**src/rtl/sfl_pkg.sv**
```systemverilog
// Shared constants, codes and control structs of the size-class free list.
package sfl_pkg;

   localparam int SIZE_CLASSES = 16;
   localparam int CLASS_BITS   = $clog2(SIZE_CLASSES);
   localparam int ADDRESS_BITS = 10;
   localparam int LINK_BITS    = ADDRESS_BITS + 1;
   localparam int SIZE_BITS    = 16;
   localparam logic [SIZE_BITS-1:0] MIN_SIZE_RESET = SIZE_BITS'(8);

   typedef enum logic [1:0] {
      MODE_QUERY = 2'd0,
      MODE_TAKE  = 2'd1,
      MODE_GIVE  = 2'd2,
      MODE_CLEAR = 2'd3
   } mode_type;

   typedef enum logic [1:0] {
      ST_OK        = 2'd0,
      ST_EMPTY     = 2'd1,
      ST_TOO_SMALL = 2'd2,
      ST_FULL      = 2'd3
   } status_type;

   typedef enum logic [1:0] {
      S_IDLE,
      S_EXEC,
      S_POP
   } state_type;

   typedef enum logic [2:0] {
      CLS_NONE,
      CLS_SET_HEAD,
      CLS_ALLOC,
      CLS_RETIRE,
      CLS_CLEAR
   } class_op_type;

   typedef struct packed {
      logic                    hit;
      logic [CLASS_BITS-1:0]   hit_idx;
      logic                    free_ok;
      logic [CLASS_BITS-1:0]   free_idx;
      logic [ADDRESS_BITS-1:0] head;
   } class_lookup_type;

   typedef struct packed {
      class_op_type            op;
      logic [CLASS_BITS-1:0]   idx;
      logic [SIZE_BITS-1:0]    size;
      logic [ADDRESS_BITS-1:0] head;
   } class_update_type;

endpackage

```
**src/rtl/sfl_class_table.sv**
```systemverilog
// Size-class table: size match, free-entry search and head/valid updates.
module sfl_class_table (
   input  logic                              clock,
   input  logic                              reset,
   input  logic [sfl_pkg::SIZE_BITS-1:0]     lookup_size,
   output sfl_pkg::class_lookup_type         lookup,
   input  sfl_pkg::class_update_type         update
);

   logic                              valid_ff [sfl_pkg::SIZE_CLASSES];
   logic [sfl_pkg::SIZE_BITS-1:0]     size_ff  [sfl_pkg::SIZE_CLASSES];
   logic [sfl_pkg::ADDRESS_BITS-1:0]  head_ff  [sfl_pkg::SIZE_CLASSES];

   always_comb begin
      lookup = '0;
      for (int i = sfl_pkg::SIZE_CLASSES - 1; i >= 0; i--) begin
         if (valid_ff[i] && size_ff[i] == lookup_size) begin
            lookup.hit     = 1'b1;
            lookup.hit_idx = sfl_pkg::CLASS_BITS'(i);
         end
         if (!valid_ff[i]) begin
            lookup.free_ok  = 1'b1;
            lookup.free_idx = sfl_pkg::CLASS_BITS'(i);
         end
      end
      lookup.head = head_ff[lookup.hit_idx];
   end

   always_ff @(posedge clock) begin
      if (reset) begin
         for (int i = 0; i < sfl_pkg::SIZE_CLASSES; i++) begin
            valid_ff[i] <= 1'b0;
         end
      end else begin
         case (update.op)
            sfl_pkg::CLS_ALLOC:  valid_ff[update.idx] <= 1'b1;
            sfl_pkg::CLS_RETIRE: valid_ff[update.idx] <= 1'b0;
            sfl_pkg::CLS_CLEAR: begin
               for (int i = 0; i < sfl_pkg::SIZE_CLASSES; i++) begin
                  valid_ff[i] <= 1'b0;
               end
            end
            default: ;
         endcase
      end
   end

   always_ff @(posedge clock) begin
      case (update.op)
         sfl_pkg::CLS_ALLOC: begin
            size_ff[update.idx] <= update.size;
            head_ff[update.idx] <= update.head;
         end
         sfl_pkg::CLS_SET_HEAD: head_ff[update.idx] <= update.head;
         default: ;
      endcase
   end

endmodule

```
**config.mk**
```make
export PLATFORM = sky130hd
export DESIGN_NAME = sfl_class_table
export DESIGN_NICKNAME = d
export VERILOG_FILES = /design/src/rtl/sfl_pkg.sv /design/src/rtl/sfl_class_table.sv
export SDC_FILE = /design/constraint.sdc
export NUM_CORES = 1
export LEC_CHECK = 0
export BUFFER_PORTS_ARGS = -buffer_cell sky130_fd_sc_hd__buf_2
export CORE_ASPECT_RATIO = 0.7
export CORE_UTILIZATION = 45
export CTS_CLUSTER_SIZE = 8
export DETAILED_ROUTE_END_ITERATION = 16
export GPL_ROUTABILITY_DRIVEN = 0
export PLACE_DENSITY = 0.69
export SYNTH_ARGS = -nofsm -noshare
export SYNTH_HDL_FRONTEND = slang
export SYNTH_SLANG_ARGS = --single-unit
```
**constraint.sdc**
```tcl
create_clock -name clock -period 3.7 [get_ports clock]
set_input_delay 0.37 -clock clock [delete_from_list [all_inputs] [get_ports clock]]
set_output_delay 0.37 -clock clock [all_outputs]
set_load 0.01 [all_outputs]
```
==> reports/qor.yml, run 1 <==
yosys:
  yosysTopAreaCell: "edfxtp_1"
  avgSynthCellArea_um2: 14.6
  synth_cells: 1342
  ys_top_cells_by_count: "edfxtp_1, xor2_1, xnor2_1"
  ys_seq_area_frac: 0.663
  synth_nets: 1393
  async_flop_share: 0
  ys_dominant_reg_cell: "edfxtp_1"
  yosys.area.top_type_share: 0.663
  syn-cell-area_um2: 19600
  synthDistinctLibCells: 71
  synth_edf_count: 432
  synth-seq-cells: 432
  yosysMostFrequentCell: "edfxtp_1"
  yosys_warnings: 0
  synth_area_leaders: "edfxtp_1, xor2_1, xnor2_1"
floorplan:
  fp.dieH_um: 176
  row_count: 63
  die_w_um: 251
  coreArea_um2: 42600
  start_util: 0.459
  ioPinCount: 71
  die-area_um2: 44300
finish:
  finalNetCount: 1729
  multiInputGateArea_um2: 6420
  seq_area_um2: 13000
  utilization: 0.569
  drive_gt1_frac: 0.279
  area_delta_synth_final_pct: 23.8
  final_cell_area_um2: 24200
  nFillCells: 3349
power_and_ir_drop:
  pwr-share-comb: 0.070
  total_power_mw: 11.0
  p_sw_mw: 2.41
  p_int_mw: 8.59
  power_density_nw_per_um2: 454
  power_frac_clock: 0.431
  p_seq_frac: 0.499
  switching_share: 0.219
  leakagePower_nw: 8.57
  vdd_drop_max_mv: 0.376
sta:
  rsz0062_at_grt: "yes"
  setup_viol: 11
  worst_slew_pin_slew_ns: 1.10
  period_share: 1.25
  setup_ws_ns: -0.941
  fin_crit_ns: 4.64
  hold_viol_final: 0
  max_slew_margin: 0.263
  fin_tns_setup_ns: -9.10
  maxSlewViolCount: 0
  fmax_ghz: 0.215
setup_path:
  path_buf_inv: 2
  path_class: "register to output pin"
  cp-end-kind: "output pin"
  crit_fanout: 23
  crit_arrival_ns: 4.27
  cpMaxStageDelayCell: "or4b_1"
  cp_top_family: "simple AND/OR/NAND/NOR gates"
  required_ns: 3.33
  critPathLaunchType: "register"
  max_stage_delay_ns: 0.54
  path_cells: "xor2_1 -> or4b_1 -> nor4bb_1 -> nand4_1 -> o211ai_1 -> a2111oi_4 -> nor2_4 -> buf_12 -> mux2_2 -> a22oi_2 -> o221ai_2 -> a21o_1 -> buf_2"
global_route:
  antenna_found_initial: 7
  grt_overflow: 0
  grt_usage: 0.268
  grt_start_max_net_pins: 24
  grt_pass1_wl_mm: 85.6
  grt_pass1_vias: 12900
detailed_routing:
  routed_wl_mm: 59.6
  drt-initial-drc-count: 1685
  drc: 0
  ant_nets: 0
  viasPerCell: 5.98
  via_count: 13400
  dr.pass1.iters: 6
  wire_per_inst_um: 26.7
min_path:
  min_from: "update[8]"
  min_path_type: "input pin to register"
  min_to: "head_ff[3][8]"
  whs_path_depth: 1
placed_design:
  post_dp_cell_area_um2: 22400
  port_buffers: 70
  post-dp-hpwl_mm: 41.2
clock_tree:
  clk_pin_slew_worst_paths_ns: 0.05
  clockBufferDepth: 3
  cts_tree: "yes"
  htreeDepth: 2
  cts_made_buffers: 60
  clock-sinks: 432
  cts-root-buf: "clkbuf_16"
job:
  maxCapViolCount: 0
status:
  status: "finished with violations"
  violations: "setup timing"
## through the flow
step	setup slack, ns	instances	hold slack (ns)
after floorplan	0.164	1342	0.469
after global placement	-0.677	2164	0.791
after detailed placement	-0.794	2164	0.798
after CTS	-0.926	2231	0.197
after global routing	-1.02	2233	0.209
final	-0.941	2233	0.221
## area by class of cell
| class | count | area share |
|---|---|---|
| repair buffers | 327 | 0.106 |
| flip-flops and latches | 432 | 0.536 |
| clock buffers | 61 | 0.0630 |
| diodes | 2 | 0.000207 |
| clock inverters | 2 | 0.000517 |
| inverters | 5 | 0.000775 |
| multi-input cells | 852 | 0.265 |
| well taps | 552 | 0.0285 |
## cell usage in the layout (no fill, tap or decap), drive strengths merged, types with 7 or more instances in the layout
cell type  netlist  final
edfxtp         432    432
buf             43    327
xor2           149    149
xnor2          108    108
nor2            89     89
nand2           87     87
clkbuf          10     61
nor4            56     56
mux2i           40     40
a22oi           29     29
nand4           27     27
o21ai           22     22
or4             22     22
mux2            21     21
nand3           20     20
nor4b           20     20
nor2b           18     18
a211oi          18     18
nor3            16     16
a21o            10     10
nand4b          10     10
nand2b           9      9
o221ai           9      9
a21oi            9      9
or2              7      7
## worst max-delay path by stage
stage	from	endpoint	slack [ns]	cells past startpoint
floorplan	lookup_size[2]	lookup[8]	0.16	13
global placement	lookup_size[15]	lookup[3]	-0.68	14
detailed placement	lookup_size[15]	lookup[2]	-0.79	14
CTS	size_ff[6][1]	lookup[1]	-0.93	13
global route	size_ff[6][1]	lookup[9]	-1.02	13
finish	size_ff[6][1]	lookup[9]	-0.94	13
## what timing repair did
action | in CTS | in global routing
endpoints found under the setup margin | 14 | 14
buffers inserted | 5 | 0
endpoints found under the hold margin | 0 | 0
pin swaps | 17 | 11
gates resized for setup | 24 | 25
hold buffers | 0 | 0
## power groups by stage
stage | combinational [mW] | sequential [mW] | clock (mW)
final | 0.771 | 5.49 | 4.73
after global routing | 0.802 | 5.49 | 4.96
after CTS | 0.747 | 5.49 | 4.77
after detailed placement | 0.740 | 5.58 | 0
after global placement | 0.727 | 5.58 | 0
after floorplan | 0.323 | 5.57 | 0
## sequential cells by signal, summed over array words and instances (netlist names)
register  count
size_ff     256
head_ff     160
valid_ff     16
## cells by family after synthesis
kind of cell / share of synthesized area
flip-flops: 0.663
AND/OR/NAND/NOR: 0.118
XOR/XNOR: 0.117
AO/OA/AOI/OAI: 0.0495
multiplexers: 0.0326
buffers and inverters: 0.0191
## routing by layer
layer  part of all wire  GRT usage  vias to the layer above  routed length [um]
met1               0.42      0.398                     6607               25100
li1                   -          -                     5762                   -
met5                  0          0                        -                   0
met3               0.13     0.0669                      127                7530
met2               0.43      0.388                      867               25500
met4              0.026     0.0793                        0                1550
No activity file was read; power rests on OpenSTA's default activity.
==> run 2: changes to the inputs <==
--- a/config.mk
+++ b/config.mk
@@ -8,6 +8,7 @@
 export BUFFER_PORTS_ARGS = -buffer_cell sky130_fd_sc_hd__buf_2
 export CORE_ASPECT_RATIO = 0.7
 export CORE_UTILIZATION = 45
+export CTS_BUF_LIST = sky130_fd_sc_hd__clkbuf_2
 export CTS_CLUSTER_SIZE = 8
 export DETAILED_ROUTE_END_ITERATION = 16
 export GPL_ROUTABILITY_DRIVEN = 0
==> constraint.sdc (replaced) <==
create_clock -name clock -period 4.7 [get_ports clock]
set_input_delay 0.47 -clock clock [delete_from_list [all_inputs] [get_ports clock]]
set_output_delay 0.47 -clock clock [all_outputs]
set_load 0.01 [all_outputs]
==> run 2 against run 1 <==
Compared with the run above:
- the flow still finishes with violations (setup timing)
- power fell by 34%
- core utilization shrank 2.8 points
- global-route usage shrank 0.70 points
- via count down 2.3%
- final cell count rose by 0.31%
- first-iteration DRC count is 5.9% lower
- sequential cell count unchanged
- largest cell class unchanged
==> reports/qor.yml, run 2 (same netlist as run 1, synthesis figures left out) <==
power_and_ir_drop:
  p_int_mw: 5.42  # -37%
  switching_share: 0.258  # +0.0386
  leakagePower_nw: 7.95  # -7.2%
  p_sw_mw: 1.88  # -22%
  vdd_drop_max_mv: 0.140  # -63%
  pwr-share-comb: 0.073  # +0.003
  total_power_mw: 7.30  # -34%
  p_seq_frac: 0.591  # +0.092
  power_density_nw_per_um2: 317  # -30%
  power_frac_clock: 0.336  # -0.095
placed_design:
  port_buffers: 70  # unchanged
  post-dp-hpwl_mm: 37.6  # -8.7%
  dp.cells: 2008  # -7.2%
  pre_cts_ws_ns: -0.0330  # +0.761 ns
  post_dp_cell_area_um2: 21200  # -5.4%
finish:
  final_cells: 2240  # +0.31%
  mostFrequentLayoutCell: "edfxtp_1"
  drive_gt1_frac: 0.261  # -0.0173
  largest_reg_flops: 256  # unchanged
  regMostFlops: "size_ff"
  finalNetCount: 1654  # -4.3%
  final_cell_mix: "edfxtp_1, clkbuf_2, xor2_1, xnor2_1, nand2_1"
  largestRegisters: "size_ff x256, head_ff x160, valid_ff x16"
  utilization: 0.541  # -0.0280
  final_cell_area_um2: 23000  # -4.9%
  area_delta_synth_final_pct: 17.7
sta:
  hold_ws_ns: 0.398  # +0.177 ns
  fmax_ghz: 0.196
  setup_viol: 10  # -1
  fin_tns_setup_ns: -3.56  # +5.54 ns
  hold_viol_final: 0  # unchanged
  period_share: 1.08
  maxSlewViolCount: 0  # unchanged
  setup_ws_ns: -0.391  # +0.549 ns
  max_slew_margin: 0.115  # -0.148
  worst_slew_pin_slew_ns: 1.32  # +0.221 ns
  fin_crit_ns: 5.09
  rsz0062_at_grt: "yes"
global_route:
  grt_usage: 0.261  # -0.00698
  grt_pass1_vias: 12700  # -1.3%
  antenna_found_initial: 3  # -4
  grt_overflow: 0  # unchanged
  grt_start_max_net_pins: 18  # -25%
  grt_pass1_wl_mm: 82.7  # -3.4%
detailed_routing:
  via_count: 13100  # -2.3%
  ant_nets: 0  # unchanged
  routed_wl_mm: 57.6  # -3.4%
  viasPerCell: 5.83  # -2.6%
  wire_per_inst_um: 25.7  # -3.7%
  drc: 0  # unchanged
  drt-initial-drc-count: 1586  # -5.9%
  dr.pass1.iters: 7  # +1
setup_path:
  cp-end-kind: "output pin"
  cpMaxStageDelayCell: "or4b_1"
  startpoint: "size_ff[6][15]"
  path_cells: "xor2_1 -> or4b_1 -> nor4bb_1 -> nand4_1 -> o211ai_1 -> buf_4 -> a2111oi_4 -> nor2_4 -> buf_12 -> buf_8 -> buf_12 -> mux2i_4 -> or2_1 -> o211ai_1 -> a21o_1 -> buf_2"
  cp-endpoint: "lookup[0]"
  crit_arrival_ns: 4.62  # +0.35 ns
  max_stage_delay_ns: 0.53  # about the same
  crit_fanout: 9  # -61%
  critPathLaunchType: "register"
  required_ns: 4.23  # +0.90 ns
  path_class: "register to output pin"
floorplan:
  die-area_um2: 44300  # unchanged
  ioPinCount: 71  # unchanged
  start_util: 0.459  # unchanged
  die_w_um: 251  # unchanged
  coreArea_um2: 42600  # unchanged
  fp.dieH_um: 176  # unchanged
  row_count: 63  # unchanged
status:
  violations: "setup timing"
  status: "finished with violations"
clock_tree:
  clockBufferDepth: 3  # unchanged
  cts_made_buffers: 102  # +70%
  clk_pin_slew_worst_paths_ns: 0.11  # +0.06 ns
  htreeDepth: 3  # +1
  cts_tree: "yes"
  clock-sinks: 432  # unchanged
  cts-root-buf: "clkbuf_2"
min_path:
  min_path_type: "input pin to register"
job:
  maxCapViolCount: 0  # unchanged
run 2: changes by cell type in the layout (fill, tap and decap cells not counted), sizes merged:
cell	delta
buf	-152
clkbuf	+89
dlygate4sd3	+35
clkinv	+27
diode	+3
bufinv	+2
inv	+2
clkinvlp	+1
run 2: worst min-delay path by stage:
| stage | start | endpoint | slack, ns | depth (start not counted) |
|---|---|---|---|---|
| after floorplan | update[0] | head_ff[0][0] | 0.57 | 0 |
| after global placement | update[4] | head_ff[2][4] | 0.89 | 1 |
| after detailed placement | update[4] | head_ff[6][4] | 0.90 | 1 |
| after CTS | update[4] | head_ff[10][4] | 0.28 | 2 |
| after global routing | update[4] | head_ff[10][4] | 0.30 | 2 |
| final | update[7] | head_ff[12][7] | 0.40 | 2 |
run 2: power groups by stage:
stage | Combinational (mW) | Clock (mW) | Sequential (mW)
after floorplan | 0.254 | 0 | 4.38
after global placement | 0.478 | 0 | 4.39
after detailed placement | 0.486 | 0 | 4.40
after CTS | 0.518 | 2.50 | 4.31
after global routing | 0.557 | 2.67 | 4.31
final | 0.534 | 2.45 | 4.31
run 2: critical path, delay by kind of cell (launching register included):
family                    cells  cell delay [ns]
buffers and inverters         5             0.77
DFF                           1             0.39
xor gates and xnor gates      1             0.16
AOI/OAI and AO/OA             4             0.64
muxes                         1             0.24
and+or+nand+nor               5             1.35
run 2: final cells by class:
type,count,area [um^2]
clock inverter,34,189
antenna,5,12.5
tap,552,691
timing repair buffer,210,1790
fill,3449,19500
clock buffer,150,751
inverter,5,18.8
multi-input combinational,852,6610
sequential,432,13000
run 2: timing repair:
action	CTS	global route
pin swaps	22	14
endpoints found under the hold margin	442	0
buffers inserted	5	1
setup endpoints to repair	10	11
hold buffers	35	0
resized for setup	68	20
cloned	2	0
run 2: per-layer routing:
metal  global-route usage  wire length [um]  vias to the layer above
met2                0.372             24700                      831
met5                    0                13                        -
li1                     -                 -                     5711
met4               0.0877              1420                        2
met1                0.368             24000                     6415
met3               0.0974              7540                      103
